### src/hdl/gasi_pkg.sv
// Shared types and constants for the gapped array shift-insert block.
package gasi_pkg;

  // Row geometry
  localparam int CELLS    = 256;
  localparam int KEY_BITS = 16;
  localparam int POS_BITS = $clog2(CELLS + 1);
  localparam int IDX_BITS = $clog2(CELLS);

  // Operation codes
  localparam logic OP_INSERT = 1'b0;
  localparam logic OP_READ   = 1'b1;

  // Input beat
  typedef struct packed {
    logic                operation;
    logic [POS_BITS-1:0] position;
    logic [KEY_BITS-1:0] key;
  } in_t;

  // Result beat
  typedef struct packed {
    logic [KEY_BITS-1:0] cell_value;
    logic [POS_BITS-1:0] used_length;
    logic                overflow;
  } out_t;

  // Control broadcast to every cell of the row
  typedef struct packed {
    logic                ins;   // commit an insert this cycle
    logic                rd;    // drive the read bus this cycle
    logic [IDX_BITS-1:0] p;     // insert slot (0-based)
    logic [IDX_BITS-1:0] ra;    // read slot (0-based)
  } cell_ctl_t;

  // Sequencer states
  typedef enum logic [1:0] {
    ST_IDLE = 2'b01,
    ST_EXEC = 2'b10
  } state_t;

endpackage

### src/hdl/gasi_cell.sv
// One cell of the row: holds a key, shifts in from its left neighbor on insert.
module gasi_cell import gasi_pkg::*; (
  input  logic                clk,
  input  logic                rst_n,
  input  logic [IDX_BITS-1:0] idx,
  input  cell_ctl_t           ctl,
  input  logic [KEY_BITS-1:0] key,
  input  logic [KEY_BITS-1:0] left,
  input  logic                span,
  output logic [KEY_BITS-1:0] data_o,
  output logic                fill_o,
  output logic [KEY_BITS-1:0] rd_o
);

  logic [KEY_BITS-1:0] data_r;
  logic [KEY_BITS-1:0] data_nxt;
  logic                below;
  logic                is_p;

  assign below = idx < ctl.p;
  assign is_p  = idx == ctl.p;

  // Cells below the slot count as full so the carry skips them
  assign fill_o = below | (data_r != '0);
  assign data_o = data_r;
  assign rd_o   = (ctl.rd && (idx == ctl.ra)) ? data_r : '0;

  // Key lands at the slot; cells between slot and first gap take the left value
  always_comb begin
    data_nxt = data_r;
    priority if (ctl.ins && is_p) begin
      data_nxt = key;
    end else if (ctl.ins && span && !below) begin
      data_nxt = left;
    end
  end

  always_ff @(posedge clk) begin
    if (!rst_n) begin
      data_r <= '0;
    end else begin
      data_r <= data_nxt;
    end
  end

endmodule

### config.mk
export PLATFORM = sky130hd
export DESIGN_NAME = gasi_cell
export DESIGN_NICKNAME = d
export VERILOG_FILES = /design/src/hdl/gasi_pkg.sv /design/src/hdl/gasi_cell.sv
export SDC_FILE = /design/constraint.sdc
export NUM_CORES = 1
export LEC_CHECK = 0
export ABC_CLOCK_PERIOD_IN_PS = 1950
export CAP_MARGIN = 20
export CORE_ASPECT_RATIO = 1.5
export CORE_UTILIZATION = 56
export CTS_CLUSTER_DIAMETER = 100
export DETAILED_ROUTE_END_ITERATION = 16
export DONT_BUFFER_PORTS = 1
export HOLD_SLACK_MARGIN = 0.15
export MAX_ROUTING_LAYER = met4
export PLACE_DENSITY_LB_ADDON = 0.12
export SLEW_MARGIN = 20
export SYNTH_ARGS = -nofsm -noshare
export SYNTH_HDL_FRONTEND = slang
export SYNTH_SLANG_ARGS = --single-unit
### constraint.sdc
create_clock -name clk -period 1.95 [get_ports clk]
set_clock_uncertainty 0.1 [all_clocks]
set_input_delay 0.39 -clock clk [delete_from_list [all_inputs] [get_ports clk]]
set_output_delay 0.39 -clock clk [all_outputs]
set_load 0.02 [all_outputs]
# Word level (Yosys, flattened, before mapping)
# Index checks and enable logic that the tools add are counted.
# W data, S select, Z words.
[word_totals]
reg_bits = 16
inputBits = 61
out_inout_bits = 33
wordCells = 15
[op_classes]
n_lt_le_gt_ge = 1
n_mux = 3
eq_ne = 2
bitwise = 1
reduce_logical = 7
[op_table]
columns = ["cell", "n"]
rows = [
  ["$mux W16", 3],
  ["$eq A8 B8 Y1", 2],
  ["$reduce_bool A16 Y1", 1],
  ["$lt A8 B8 Y1", 1],
  ["$logic_and A1 B1 Y1", 4],
  ["$reduce_bool A2 Y1", 1],
  ["$logic_not A1 Y1", 1],
  ["$or A1 B1 Y1", 1],
]

# Depth between registers and ports, before layout
[depth]
word_depth = 5
mapped_depth = 9
ltp_nobuf = 8

# Worst setup path after synthesis
# OpenSTA, ideal clock, no wires.
[synth_path]
kind = "input to output"
startpoint = "input port ctl[3] (netlist name)"
endpoint = "output port rd_o[10]"
required_ps = 1460
path_buffers = 1
path_stages = 6
t_arrival_ps = 1558
setup_slack_ps = -98
path_cell_list = "xor2_1 > nor4_1 > nand3_1 > nor4_4 > buf_4 > and2_1"
[synth_between]
elab_chain_len = 3
[synth_lines]
columns = ["element", "line", "source"]
rows = [
  ["start: declaration", "gasi_cell.sv:6", "input cell_ctl_t ctl,"],
  ["$eq A8 B8 Y1", "gasi_cell.sv:26", "assign rd_o = (ctl.rd && (idx == ctl.ra)) ? data_r : '0;"],
  ["$logic_and A1 B1 Y1", "gasi_cell.sv:26", ""],
  ["$mux W16", "gasi_cell.sv:26", ""],
  ["end: declaration", "gasi_cell.sv:12", "output logic [KEY_BITS-1:0] rd_o"],
]
# Every way passes these cells.

# Worst setup path in the final report
[layout_path]
startpoint = "input port ctl[3] (netlist name)"
endpoint = "output port rd_o[14]"
# Same word-level chain as after synthesis.

==> results.txt <==
----------------------------------------------------
[Routing]
  DR pass1 iterations ... 4
  Number of nets with antenna violations after routing ... 0
  Mean routed wirelength per cell ... 16.9 µm
  Vias per std cell ... 6.17
  Iteration-0 DRC Markers ... 24
  Final Routed Wirelength ... 2960 µm
  Remaining DRCs ... 0
  Via count ... 1080

[Logic synthesis]
  Mean post-synth cell area ... 8.67 µm²
  Number of enable flip-flop cells after synthesis ... 0
  Post-synthesis cell type count ... 27
  Most frequent cells after synthesis ... 19 x sky130_fd_sc_hd__nand2_1, 16 x sky130_fd_sc_hd__and2_1, 16 x sky130_fd_sc_hd__dfxtp_1, 16 x sky130_fd_sc_hd__mux2i_1, 16 x sky130_fd_sc_hd__o21ai_1
  Area fraction in compound gates after synthesis ... 13.1%
  Syn Std Cell Area ... 1150 µm²
  Number of warnings reported in the yosys synthesis log ... 0
  Net count of the mapped netlist ... 202
  Ranking of synthesized cells by area ... sky130_fd_sc_hd__dfxtp_1 28%, sky130_fd_sc_hd__mux2i_1 14%, sky130_fd_sc_hd__and2_1 8.7%, sky130_fd_sc_hd__ha_1 8.7%, sky130_fd_sc_hd__o21ai_1 6.9%
  Largest family of logic cells by synthesized area ... simple AND/OR/NAND/NOR gates
  Library cell occupying the most area in the post-synthesis netlist ... sky130_fd_sc_hd__dfxtp_1
  Area share of the largest cell type after synthesis ... 27.8%
  Post-Synth Adder-Cell Area ... 8.68%
  Fraction of the mapped netlist area in simple logic gates ... 23.9%
  Library cell with the highest instance count after synthesis ... sky130_fd_sc_hd__nand2_1
  Synth async-reset ratio ... 0%
  Share of synthesized area spent on multiplexers ... 13.9%
  Number of instances in the synthesized netlist ... 133
  Share of the yosys chip area belonging to registers ... 27.8%
  Parity-gate share of the synthesized area counting xor and xnor cells ... 6.07%
  Dominant synthesized flop cell ... sky130_fd_sc_hd__dfxtp_1
  Flops & latches, synth ... 16

[Setup path]
  Critical Path End Type ... output port
  Slowest Stage Delay on Critical Path ... 270 ps
  Critical path's slowest cell ... sky130_fd_sc_hd__nor4_2
  Data required time at the worst endpoint ... 1460 ps
  CP Launch Type ... primary input
  Series of cell instances along the critical path ... xor2_2, nor4_2, nand3_1, nor4_4, buf_4, and2_2
  Top Family by Delay on Critical Path ... simple AND/OR/NAND/NOR gates
  WS Path Type ... primary input to output port
  Largest driver fanout on the critical path ... 9
  Worst endpoint data arrival time ... 1540 ps
  Number of buffers and inverters on the critical path ... 1

[Placed design]
  HPWL reported at the end of detailed placement ... 2110 µm
  Routability congestion estimate from global placement ... 0.723
  Port Buffer Count ... 0
  Cell Area, Placed ... 1220 µm²
  Post-placement cell count ... 155

[Layout]
  Register cell area after layout ... 330 µm²
  Finished layout cell area ... 1470 µm²
  Final core occ ... 78.0%
  Area added between synthesis and finish ... 27.0%
  Area occupied by multi-input gates ... 825 µm²
  Final-layout fill cell count ... 134
  Layout Cells excl Fill ... 175
  Number of nets in the layout ... 224
  Max FFs per register ... 16
  Fraction of layout instances using a drive strength above 1 ... 29.9%
  Diodes inserted ... 0

[CTS]
  Deepest level of the CTS H-tree ... 1
  Clock latency of the later-clocked register in the worst-skew pair ... 280 ps
  Number of clock sinks seen by CTS ... 16
  Number of buffers created by CTS ... 3
  Clk buf depth ... 2
  Postcts setup bufs ... 0
  Clk root buf ... sky130_fd_sc_hd__clkbuf_4
  TritonCTS clock tree ... built
  Clock-pin slew on the worst setup and hold paths ... 90 ps

[STA]
  Setup TNS Final ... -1030 ps
  Hold Violations, Final ... 0
  Slew headroom ... 78.2%
  RSZ-0062 raised after global routing ... true
  Worst path setup slack after routing ... -81.1 ps
  Setup violations, final ... 16
  Period Utilization, post-route ... 104%
  Max Slew Vio Count ... 0
  Final critical-path required period ... 2030 ps
  F_max ... 492 MHz
  Worst Tran Pin Value ... 327 ps

[Power]
  Overall power consumption ... 0.000768 W
  Pwr Density ... 524 nW/µm²
  Standby leakage power ... 0.682 nW
  Max IR drop VDD ... 0.473 mV

[GRT]
  Number of global-route vias before repair ... 1073
  Sum of overflow across all layers after global routing ... 0
  Initial antenna violation count ... 0
  All-Layer GR Usage ... 28.3%
  Pin count of the biggest net entering global routing ... 17
  Wire length of the first global-routing pass ... 4400 µm

[Status]
  Violated checks ... negative setup slack
  Run status ... complete, but fails checks

[Hold path]
  Path category of the worst min-delay check ... primary input to flop

[Die]
  I/O Pins ... 94
  Die Footprint ... 2250 µm²
  Effective utilization at floorplan ... 61.4%
  Num rows ... 19
  Horiz. Die Dim ... 39.1 µm
  Die boundary height ... 57.6 µm
  Placeable core region ... 1880 µm²

[Run]
  Number of max-cap violations ... 0

----------------------------------------------------
## worst register-to-register path, cell delays in order (launching register included)
cell	delay, ps
sky130_fd_sc_hd__dfxtp_1	520
sky130_fd_sc_hd__mux2i_1	170
sky130_fd_sc_hd__o21ai_1	180
## final timing paths
kind                            cells past startpoint  slack (ps)                       to                    start
worst max register to register                      2         900   data_o[4]$_SDFFE_PN0P_   data_o[4]$_SDFFE_PN0P_
worst min register to register                      2         520  data_o[13]$_SDFFE_PN0P_  data_o[13]$_SDFFE_PN0P_
worst max-delay path                                6         -80                 rd_o[14]                   ctl[3]
worst min-delay path                                2         180  data_o[11]$_SDFFE_PN0P_                 left[11]
## kinds of logic after synthesis
| family | Yosys count |
|---|---|
| and+or+nand+nor | 48 |
| buffers and inverters | 13 |
| xor gates and xnor gates | 8 |
| muxes | 16 |
| AOI/OAI and AO/OA | 24 |
| adders and majority gates | 8 |
| DFF | 16 |
## final cells by class
class	instances	area share, %
Sequential cell	16	22.5
Multi-Input combinational cell	104	56.3
Inverter	8	2.05
Clock buffer	4	2.48
Timing Repair Buffer	22	14.9
Tap cell	21	1.79
## what timing repair did
item,in CTS,in global routing
resized for setup,18,7
endpoints found under the hold margin,16,0
cloned,0,0
pin swaps,0,1
hold buffers,16,0
setup endpoints to repair,17,17
## layout by cell type (no fill, tap or decap), types with 2 or more instances in the layout
| cell type | count |
|---|---|
| sky130_fd_sc_hd__a21oi_1 | 3 |
| sky130_fd_sc_hd__and2_2 | 9 |
| sky130_fd_sc_hd__and2_4 | 7 |
| sky130_fd_sc_hd__buf_4 | 5 |
| sky130_fd_sc_hd__clkbuf_4 | 3 |
| sky130_fd_sc_hd__dfxtp_1 | 8 |
| sky130_fd_sc_hd__dfxtp_2 | 8 |
| sky130_fd_sc_hd__dlygate4sd3_1 | 16 |
| sky130_fd_sc_hd__ha_1 | 7 |
| sky130_fd_sc_hd__inv_1 | 8 |
| sky130_fd_sc_hd__mux2i_1 | 16 |
| sky130_fd_sc_hd__nand2_1 | 19 |
| sky130_fd_sc_hd__nand4_1 | 2 |
| sky130_fd_sc_hd__nor4_1 | 2 |
| sky130_fd_sc_hd__nor4_2 | 3 |
| sky130_fd_sc_hd__o21ai_1 | 17 |
| sky130_fd_sc_hd__xor2_1 | 6 |
## per-stage QoR
stage,hold WS (ps),setup WS (ps)
after floorplan,405,-62.8
after global placement,407,-80.0
after detailed placement,414,-140
after CTS,172,-106
after global routing,170,-218
final,175,-81.1
## routing by layer
layer | vias up | track usage [%] | wire length, µm
met1 | 506 | 24.3 | 978
met2 | 66 | 55.0 | 1710
met3 | 4 | 5.45 | 244
met5 | - | - | 0
met4 | 0 | 9.85 | 27
li1 | 504 | - | -
## power by group
part / leakage (nW) / internal [W] / switching [W] / total, W
combinational: 0.527 / 0.0000951 / 0.0000802 / 0.000175
sequential: 0.134 / 0.000342 / 0.0000318 / 0.000373
clock: 0.0210 / 0.000114 / 0.000105 / 0.000219
total: 0.682 / 0.000550 / 0.000217 / 0.000768
(Power assumes the default switching activity.)
